--- src/rtl/core/ple_pkg.sv ---
// Shared constants, types and helper functions for the positional list engine.
package ple_pkg;

  localparam int CAPACITY   = 16;
  localparam int DATA_WIDTH = 32;
  localparam int CNT_W      = $clog2(CAPACITY + 1);
  localparam int IDX_W      = (CAPACITY > 1) ? $clog2(CAPACITY) : 1;
  localparam int POS_W      = 5;
  localparam int CMP_W      = (CNT_W > POS_W) ? CNT_W : POS_W;

  typedef logic [DATA_WIDTH-1:0] data_t;

  typedef enum logic [1:0] {
    OP_INSERT = 2'd0,
    OP_DELETE = 2'd1,
    OP_READ   = 2'd2,
    OP_NONE   = 2'd3
  } op_t;

  typedef enum logic [1:0] {
    ST_OK    = 2'd0,
    ST_RANGE = 2'd1,
    ST_EMPTY = 2'd2,
    ST_FULL  = 2'd3
  } status_t;

  typedef struct packed {
    op_t                operation;
    logic [POS_W-1:0]   position;
    logic signed [31:0] value;
  } cmd_t;

  typedef struct packed {
    logic signed [31:0] read_data;
    status_t            status;
    logic [4:0]         length;
  } result_t;

  typedef struct packed {
    logic load;
    logic take_left;
    logic take_right;
  } cell_ctl_t;

  function automatic data_t to_data(input logic [31:0] v);
    logic [63:0] w;
    begin
      w = {32'b0, v};
      return w[DATA_WIDTH-1:0];
    end
  endfunction

  function automatic logic [31:0] to_word(input data_t d);
    logic signed [63:0] w;
    begin
      w = 64'(signed'(d));
      return w[31:0];
    end
  endfunction

endpackage

--- src/rtl/core/ple_cell.sv ---
// One list cell: holds one entry and shifts toward either neighbor or loads a new value.
module ple_cell
  import ple_pkg::*;
(
  input  logic      clk,
  input  cell_ctl_t ctl,
  input  data_t     left_data,
  input  data_t     right_data,
  input  data_t     load_data,
  output data_t     data
);

  always_ff @(posedge clk) begin
    if (ctl.load) begin
      data <= load_data;
    end else if (ctl.take_left) begin
      data <= left_data;
    end else if (ctl.take_right) begin
      data <= right_data;
    end
  end

endmodule

--- src/rtl/core/positional_list_engine.sv ---
// Top level of the positional list engine: command decode, cell chain and result register.
// A command accepted at one edge gives its result
// on done in the very next cycle, and busy is low at all times outside reset, so a
// command may follow in every cycle. All cells shift at once, so the cost of an
// insert or delete does not depend on the position. The result is shown for one
// cycle only and the receiver must take it then.
module positional_list_engine
  import ple_pkg::*;
(
  input  logic    clk,
  input  logic    rst,
  input  logic    start,
  input  cmd_t    cmd,
  output logic    busy,
  output logic    done,
  output result_t result
);

  logic [CNT_W-1:0] count;
  logic [CNT_W-1:0] count_next;
  logic             accept;
  logic [CMP_W-1:0] pos_x;
  logic [CMP_W-1:0] cnt_x;
  logic             ins_ok;
  logic             del_ok;
  status_t          status_next;
  logic [31:0]      rdata_next;
  data_t            cell_data [CAPACITY];
  data_t            ins_data;

  assign busy     = rst;
  assign accept   = start && !busy;
  assign pos_x    = CMP_W'(cmd.position);
  assign cnt_x    = CMP_W'(count);
  assign ins_data = to_data(cmd.value);

  always_comb begin
    status_next = ST_OK;
    rdata_next  = '0;
    ins_ok      = 1'b0;
    del_ok      = 1'b0;
    unique case (cmd.operation)
      OP_INSERT: begin
        if (pos_x > cnt_x) begin
          status_next = ST_RANGE;
        end else if (count == CNT_W'(CAPACITY)) begin
          status_next = ST_FULL;
        end else begin
          ins_ok = 1'b1;
        end
      end
      OP_DELETE: begin
        if (count == '0) begin
          status_next = ST_EMPTY;
        end else if (pos_x >= cnt_x) begin
          status_next = ST_RANGE;
        end else begin
          del_ok = 1'b1;
        end
      end
      OP_READ: begin
        if (pos_x >= cnt_x) begin
          status_next = ST_RANGE;
        end else begin
          rdata_next = to_word(cell_data[pos_x[IDX_W-1:0]]);
        end
      end
      default: begin
        status_next = ST_OK;
      end
    endcase
  end

  always_comb begin
    count_next = count;
    if (accept && ins_ok) begin
      count_next = count + CNT_W'(1);
    end else if (accept && del_ok) begin
      count_next = count - CNT_W'(1);
    end
  end

  for (genvar i = 0; i < CAPACITY; i++) begin : g_cell
    localparam logic [CMP_W-1:0] IDX = CMP_W'(i);
    cell_ctl_t ctl;
    data_t     left_data;
    data_t     right_data;

    assign ctl.load       = accept && ins_ok && (pos_x == IDX);
    assign ctl.take_left  = accept && ins_ok && (pos_x < IDX);
    assign ctl.take_right = accept && del_ok && (pos_x <= IDX);

    if (i == 0) begin : g_first
      assign left_data = '0;
    end else begin : g_inner_l
      assign left_data = cell_data[i-1];
    end
    if (i == CAPACITY - 1) begin : g_last
      assign right_data = '0;
    end else begin : g_inner_r
      assign right_data = cell_data[i+1];
    end

    ple_cell u_cell (
      .clk        (clk),
      .ctl        (ctl),
      .left_data  (left_data),
      .right_data (right_data),
      .load_data  (ins_data),
      .data       (cell_data[i])
    );
  end

  always_ff @(posedge clk) begin
    if (rst) begin
      count <= '0;
      done  <= 1'b0;
    end else begin
      count <= count_next;
      done  <= accept;
    end
  end

  always_ff @(posedge clk) begin
    if (accept) begin
      result.read_data <= rdata_next;
      result.status    <= status_next;
      result.length    <= 5'(count_next);
    end
  end

  a_count_bound : assert property (@(posedge clk) disable iff (rst)
    count <= CNT_W'(CAPACITY))
    else $error("entry count exceeds capacity");

  a_done_follows_accept : assert property (@(posedge clk) disable iff (rst)
    done |-> $past(accept))
    else $error("result strobe without an accepted transaction");

  a_error_keeps_count : assert property (@(posedge clk) disable iff (rst)
    (accept && status_next != ST_OK) |=> (count == $past(count)))
    else $error("failed transaction changed the entry count");

  a_length_matches : assert property (@(posedge clk) disable iff (rst)
    done |-> (result.length == 5'(count)))
    else $error("reported length differs from entry count");

endmodule

--- config.mk ---
export PLATFORM = sky130hd
export DESIGN_NAME = positional_list_engine
export DESIGN_NICKNAME = d
export VERILOG_FILES = /design/src/rtl/core/ple_pkg.sv /design/src/rtl/core/ple_cell.sv /design/src/rtl/core/positional_list_engine.sv
export SDC_FILE = /design/constraint.sdc
export NUM_CORES = 1
export LEC_CHECK = 0
export BUFFER_PORTS_ARGS = -buffer_cell sky130_fd_sc_hd__buf_2
export CORE_MARGIN = 3
export CORE_UTILIZATION = 43
export CTS_CLUSTER_SIZE = 20
export DETAILED_ROUTE_END_ITERATION = 7
export GPL_ROUTABILITY_DRIVEN = 0
export SKIP_CTS_REPAIR_TIMING = 1
export SKIP_LAST_GASP = 1
export SLEW_MARGIN = 10
export SYNTH_ARGS = -nofsm -noshare
export SYNTH_HDL_FRONTEND = slang
export SYNTH_HIERARCHICAL = 1
export SYNTH_SLANG_ARGS = --single-unit
--- constraint.sdc ---
create_clock -name clk -period 10.81 [get_ports clk]
set_input_delay 2.162 -clock clk [delete_from_list [all_inputs] [get_ports clk]]
set_output_delay 2.162 -clock clk [all_outputs]
set_load 0.005 [all_outputs]
==> results of run 1 <==
-- logic make-up (layout without fill, tap and decap cells) --
family          Yosys count  count (layout)
compound gates          541             541
simple gates            657             657
mux                     676             676
fa+ha+maj                 8               8
buf+inv                 239             258
xor+xnor                  3               3
flops                   557             557
other cells               1              65
-- per-stage QoR --
step / utilization [%] / setup slack [ns] / cells / hold WS [ns] / area, µm²
detailed placement: 44.27 / 3.690 / 3678 / 0.6137 / 33680
finish: 46.90 / 4.242 / 3795 / 0.6254 / 35680
global placement: 44.27 / 3.831 / 3678 / 0.5909 / 33680
floorplan: - / 4.417 / 2746 / 0.5545 / 33290
CTS: 46.90 / 4.337 / 3795 / 0.6346 / 35680
global route: 46.90 / 3.972 / 3795 / 0.6634 / 35680
-- flip-flops by register name, indices dropped and copies added (netlist names) --
| signal | flops |
|---|---|
| done | 1 |
| g_cell.u_cell/data | 512 |
| cnt_x | 5 |
| result | 39 |
-- critical path: stages --
cell     delay, ns
buf_2         0.08
buf_4         0.62
ha_1          0.38
nand2_1       0.09
o21ai_1       0.16
o21ai_1       0.49
nand3_1       0.78
nor4_2        0.40
buf_4         0.62
or3_2         0.92
-- cell type report --
| type | count | area [µm²] |
|---|---|---|
| timing repair buffer | 132 | 817.0 |
| tap | 1030 | 1289 |
| fill | 6825 | 40390 |
| multi-input combinational | 1950 | 14870 |
| clock inverter | 35 | 229.0 |
| sequential | 557 | 16670 |
| clock buffer | 82 | 1775 |
| inverter | 9 | 33.78 |
-- worst paths after layout --
check | from | end | slack (ns) | cells past startpoint
setup / recovery | cmd[35] | g_cell[1].u_cell/data[19]$_DFFE_PP_ | 4.24 | 10
hold / removal | cnt_x[2]$_SDFF_PP0_ | cnt_x[2]$_SDFF_PP0_ | 0.63 | 2
setup reg to reg | cnt_x[2]$_SDFF_PP0_ | g_cell[1].u_cell/data[19]$_DFFE_PP_ | 5.87 | 9
hold reg to reg | cnt_x[2]$_SDFF_PP0_ | cnt_x[2]$_SDFF_PP0_ | 0.63 | 2
-- power breakdown --
| part | switching [W] | total [W] | internal, W |
|---|---|---|---|
| Combinational | 0.000154 | 0.000261 | 0.000106 |
| Sequential | 0.00000992 | 0.00238 | 0.00237 |
| Clock | 0.000930 | 0.00212 | 0.00120 |
| Total | 0.00109 | 0.00476 | 0.00367 |
-- cell usage after synthesis (3+ instances only) --
master      n
dfxtp_1     6
buf_2     107
buf_1       5
mux2i_1   513
nor2_1     40
nor4_1      3
buf_4       3
nand4_1     4
edfxtp_1  551
nor2b_1    36
a21oi_1     6
nand2b_1    3
mux4_2    160
inv_1       8
o21ai_1   483
nor3_1     13
clkbuf_1   43
a211oi_1    6
xnor2_1     3
mux2_1      3
nand2_1   523
o21ai_0    35
nand3_1     3
ha_1        8
buf_12     48
buf_6      24
or3_1      19
-- per-layer routing --
metal,up-vias,track usage (%)
met2,935,39.02
met3,162,3.025
met5,-,0
met4,0,7.433
li1,10100,-
met1,11230,30.28
-- layout by cell type (no fill, tap or decap), types with 4 or more instances in the layout --
cell type  count
conb_1        65
inv_6          5
mux2i_1      513
clkbuf_16     69
o21ai_0       35
clkinv_1      15
buf_4         50
nor2_1        23
ha_1           8
nand4_1        4
edfxtp_1     551
nor3_1         6
clkinv_2      10
o21ai_1      482
a21oi_1        5
nand2_1      523
nor3_2         8
or3_2         16
nor2_4        17
mux4_2       160
nor2b_1       34
dfxtp_1        6
inv_1          7
a211oi_1       4
clkbuf_1      13
buf_2         79
==> flow_metrics.py, run 1 <==
metrics = {
    "run_status": {
        "outcome": "finished clean",
    },
    "clocking": {
        "cts_sinks": 557,
        "htree_num_levels": 3,
        "clock_latency_ns": 0.62,
        "cts_root_buffer": "clkbuf_16",
        "cts_tree": "done",
        "cts.clk_slew.worst_paths_ns": 0.06,
        "cts_max_path_buffers": 3,
        "cts_buffers": 67,
    },
    "sta": {
        "fmax_mhz": 152.3,
        "fin_skew_ns": 0.03319,
        "tns_ns": 0,
        "period_needed_ns": 6.568,
        "timing.final.crit_share_pct": 60.76,
        "final_hold_viol_count": 0,
        "slew_headroom_pct": 17.34,
        "final_max_slew_viol_count": 0,
        "worst_pin_slew_ns": 1.240,
        "setup_violations": 0,
        "grt_setup_unrepaired": "no",
    },
    "floorplan": {
        "die-area_mm2": 0.08022,
        "row_count": 101,
        "initial_utilization_pct": 43.44,
        "ios": 83,
        "die_w_um": 283.2,
        "die_height_um": 283.2,
        "design.core.area_mm2": 0.07608,
    },
    "drt": {
        "highest_layer": "met4",
        "postRouteAntennaNets": 0,
        "met3_length_mm": 6.276,
        "dr_total_vias": 22420,
        "routedWlPerCell_um": 24.52,
        "wl_met2_mm": 45.60,
        "drt_iter0_drc": 2586,
        "finalWirelength_mm": 93.04,
        "met1_length_mm": 38.57,
        "remaining_drc_errors": 0,
        "detail_route.first_pass.iterations": 5,
        "vias_per_cell": 5.909,
    },
    "logic_synthesis": {
        "synth-async-reset-ratio_pct": 0,
        "synth_adder_area_share_pct": 0.3029,
        "syn_area_per_cell_um2": 12.32,
        "synth-simple-area-share_pct": 8.215,
        "synth_seq_cells": 557,
        "synth-seq-area-share_pct": 50.43,
        "yosysUniqueCellTypes": 49,
        "yosys-mux-area-fraction_pct": 26.54,
        "syn-instance-count": 2682,
        "synth_top_family_by_area": "multiplexers",
        "synth_edf_count": 551,
        "synth_top_cell_area_share_pct": 50.06,
        "synth_ff_type": "edfxtp_1",
        "synth_compound_area_share_pct": 8.363,
        "synth_area_leaders": "edfxtp_1 50%, mux2i_1 16%, mux4_2 11%, o21ai_1 7.3%, nand2_1 5.9%",
        "yosys_warnings": 6,
        "synth_xor_area_share_pct": 0.07950,
        "syn_area_mm2": 0.03305,
        "synth_area_leader_cell": "edfxtp_1",
    },
    "run": {
        "maxCapViolCount": 0,
    },
    "grt": {
        "antenna_found_initial": 1,
        "grt_first_pass_wirelength_mm": 141.0,
        "grt_overflow": 0,
        "grt_start_max_net_pins": 75,
        "grtUsageTotal_pct": 22.86,
        "grt_pass1_vias": 22270,
    },
    "place": {
        "dpl.hpwl_mm": 53.79,
        "io_buffers": 82,
    },
    "final_layout": {
        "area.growth.synth_to_final_pct": 7.961,
        "antenna_cells": 0,
        "nNetsFinal": 2767,
        "drive_above_1_share_pct": 15.84,
    },
    "critical_path": {
        "arrival_ns": 6.79,
        "startpoint_type": "primary input",
        "critPathKind": "primary input to flip-flop",
        "endpoint_kind": "flip-flop",
        "cp_max_fo": 45,
        "cp_data_required_time_ns": 11.03,
    },
    "power": {
        "power_density_mw_per_mm2": 133.5,
        "peakVddDrop_uv": 107.6,
        "p_leak_nw": 10.32,
        "totalPowerFinal_w": 0.004765,
    },
    "hold_path": {
        "min_path_type": "flip-flop to flip-flop",
    },
}
Power figures use the tool's default switching activity.
==> run 2, diff against run 1 <==
- clock period: 10.81 -> 5.7 ns (I/O delays scaled with it)
==> run 2 against run 1 <==
Against the previous run:
- sequential share of layout area rose by 0.067 points
- worst hold slack got worse by 0.012 ns
- cell area fell by 0.14%
- critical endpoint is now g_cell[7].u_cell/data[16]$_DFFE_PP_
- largest cell class unchanged
==> flow_metrics.py, run 2 (synthesized netlist as in run 1, its figures left out) <==
metrics = {
    "run_status": {
        "outcome": "finished clean",
    },
    "floorplan": {
        "die_w_um": 283.2,
        "die-area_mm2": 0.08022,
        "ios": 83,
        "design.core.area_mm2": 0.07608,
        "die_height_um": 283.2,
        "initial_utilization_pct": 43.44,
        "row_count": 101,
    },
    "sta": {
        "final_hold_viol_count": 0,
        "slew_headroom_pct": 17.03,
        "worst_pin_slew_ns": 1.245,
        "tns_ns": 0,
        "period_needed_ns": 4.565,
        "timing.final.ws_setup_ns": 1.135,
        "grt_setup_unrepaired": "no",
        "fin_skew_ns": 0.01423,
        "setup_violations": 0,
        "timing.final.crit_share_pct": 80.08,
        "fmax_mhz": 219.1,
        "final_max_slew_viol_count": 0,
    },
    "critical_path": {
        "cpMostUsedCell": "o21ai_1",
        "arrival_ns": 4.80,
        "cp_slowest_stage_delay_ns": 0.95,
        "startpoint_type": "primary input",
        "endpoint_kind": "flip-flop",
        "slowest_stage": "or3_2",
        "cp_data_required_time_ns": 5.94,
        "cp_top_family": "simple AND/OR/NAND/NOR gates",
        "critPathKind": "primary input to flip-flop",
        "cp.depth": 9,
        "reg2regPathDepth": 9,
        "cp_max_fo": 32,
        "path_cells": "buf_2 -> ha_1 -> a21oi_1 -> o21ai_1 -> o21ai_1 -> nand3_1 -> buf_4 -> nor2_4 -> or3_2",
        "crit_buf_inv": 2,
    },
    "hold_path": {
        "hold_path_depth": 2,
        "min_path_type": "flip-flop to flip-flop",
    },
    "final_layout": {
        "area.growth.synth_to_final_pct": 7.806,
        "final_cell_mix": "551 x edfxtp_1, 523 x nand2_1, 513 x mux2i_1, 482 x o21ai_1, 160 x mux4_2",
        "largest_reg_flops": 512,
        "nNetsFinal": 2770,
        "mostFrequentLayoutCell": "edfxtp_1",
        "largest_register": "g_cell.u_cell/data",
        "drive_above_1_share_pct": 15.84,
    },
    "drt": {
        "vias_per_cell": 5.991,
        "routedWlPerCell_um": 25.97,
        "postRouteAntennaNets": 0,
        "finalWirelength_mm": 98.75,
        "detail_route.first_pass.iterations": 6,
        "remaining_drc_errors": 0,
        "dr_total_vias": 22790,
        "drt_iter0_drc": 3001,
    },
    "grt": {
        "grt_overflow": 0,
        "grtUsageTotal_pct": 24.25,
        "antenna_found_initial": 6,
        "grt_start_max_net_pins": 95,
        "grt_first_pass_wirelength_mm": 149.2,
        "grt_pass1_vias": 22850,
    },
    "power": {
        "peakVddDrop_uv": 269.0,
        "p_leak_nw": 10.29,
        "power_density_mw_per_mm2": 246.4,
    },
    "clocking": {
        "cts.clk_slew.worst_paths_ns": 0.06,
        "cts_tree": "done",
        "cts_max_path_buffers": 3,
        "htree_num_levels": 2,
        "cts_root_buffer": "clkbuf_16",
        "clock_latency_ns": 0.64,
        "cts_buffers": 60,
        "cts_sinks": 557,
    },
    "place": {
        "dp_slack_ns": 0.5235,
        "io_buffers": 82,
        "dpl.hpwl_mm": 56.77,
    },
    "run": {
        "maxCapViolCount": 0,
    },
}
[run 2: cell types whose count changed in the layout (fill, tap and decap cells not counted), sizes merged]
cell,previous run,this run
bufinv,1,3
buf,132,142
inv,14,12
clkbuf,82,73
clkinv,28,34
diode,0,1
[run 2: cell type report]
cell class	instances	area, µm²
Clock buffer	73	1572
Multi-Input combinational cell	1950	14870
Tap cell	1030	1289
Clock inverter	41	266.5
Fill cell	6871	40450
Sequential cell	557	16670
Inverter	9	33.78
Antenna cell	1	2.502
Timing Repair Buffer	142	929.6
[run 2: metal layers]
metal	global-route usage [%]	wire [µm]
met2	40.17	47350
met1	33.79	40560
met5	0	14
met3	3.524	8716
met4	5.882	2107
[run 2: tightest hold or removal path: stages, from the launching register on]
cell and delay, ns:
dfxtp_1 0.37, nor2_1 0.10, mux2_1 0.12
[run 2: worst paths after layout]
path | end | from | slack, ns
setup / recovery | g_cell[7].u_cell/data[16]$_DFFE_PP_ | cmd[36] | 1.14
hold / removal | cnt_x[0]$_SDFF_PP0_ | cnt_x[0]$_SDFF_PP0_ | 0.61
setup reg to reg | g_cell[7].u_cell/data[16]$_DFFE_PP_ | cnt_x[2]$_SDFF_PP0_ | 1.40
hold reg to reg | cnt_x[0]$_SDFF_PP0_ | cnt_x[0]$_SDFF_PP0_ | 0.61
[run 2: through the flow]
step                utilization (%)  cells  hold WS [ns]  cell area, µm²  total power, W
finish                        46.84   3803        0.6136           35630        0.008779
global route                  46.83   3802        0.6404           35630        0.009078
floorplan                         -   2746        0.5545           33290        0.004908
global placement              44.42   3688        0.5867           33790        0.005088
detailed placement            44.42   3688        0.6027           33790        0.005096
CTS                           46.83   3802        0.6199           35630        0.008870
[run 2: power breakdown]
group / internal (W) / leakage [nW] / switching (W)
combinational: 0.000204 / 4.33 / 0.000299
clock: 0.00208 / 0.903 / 0.00168
sequential: 0.00449 / 5.06 / 0.0000187
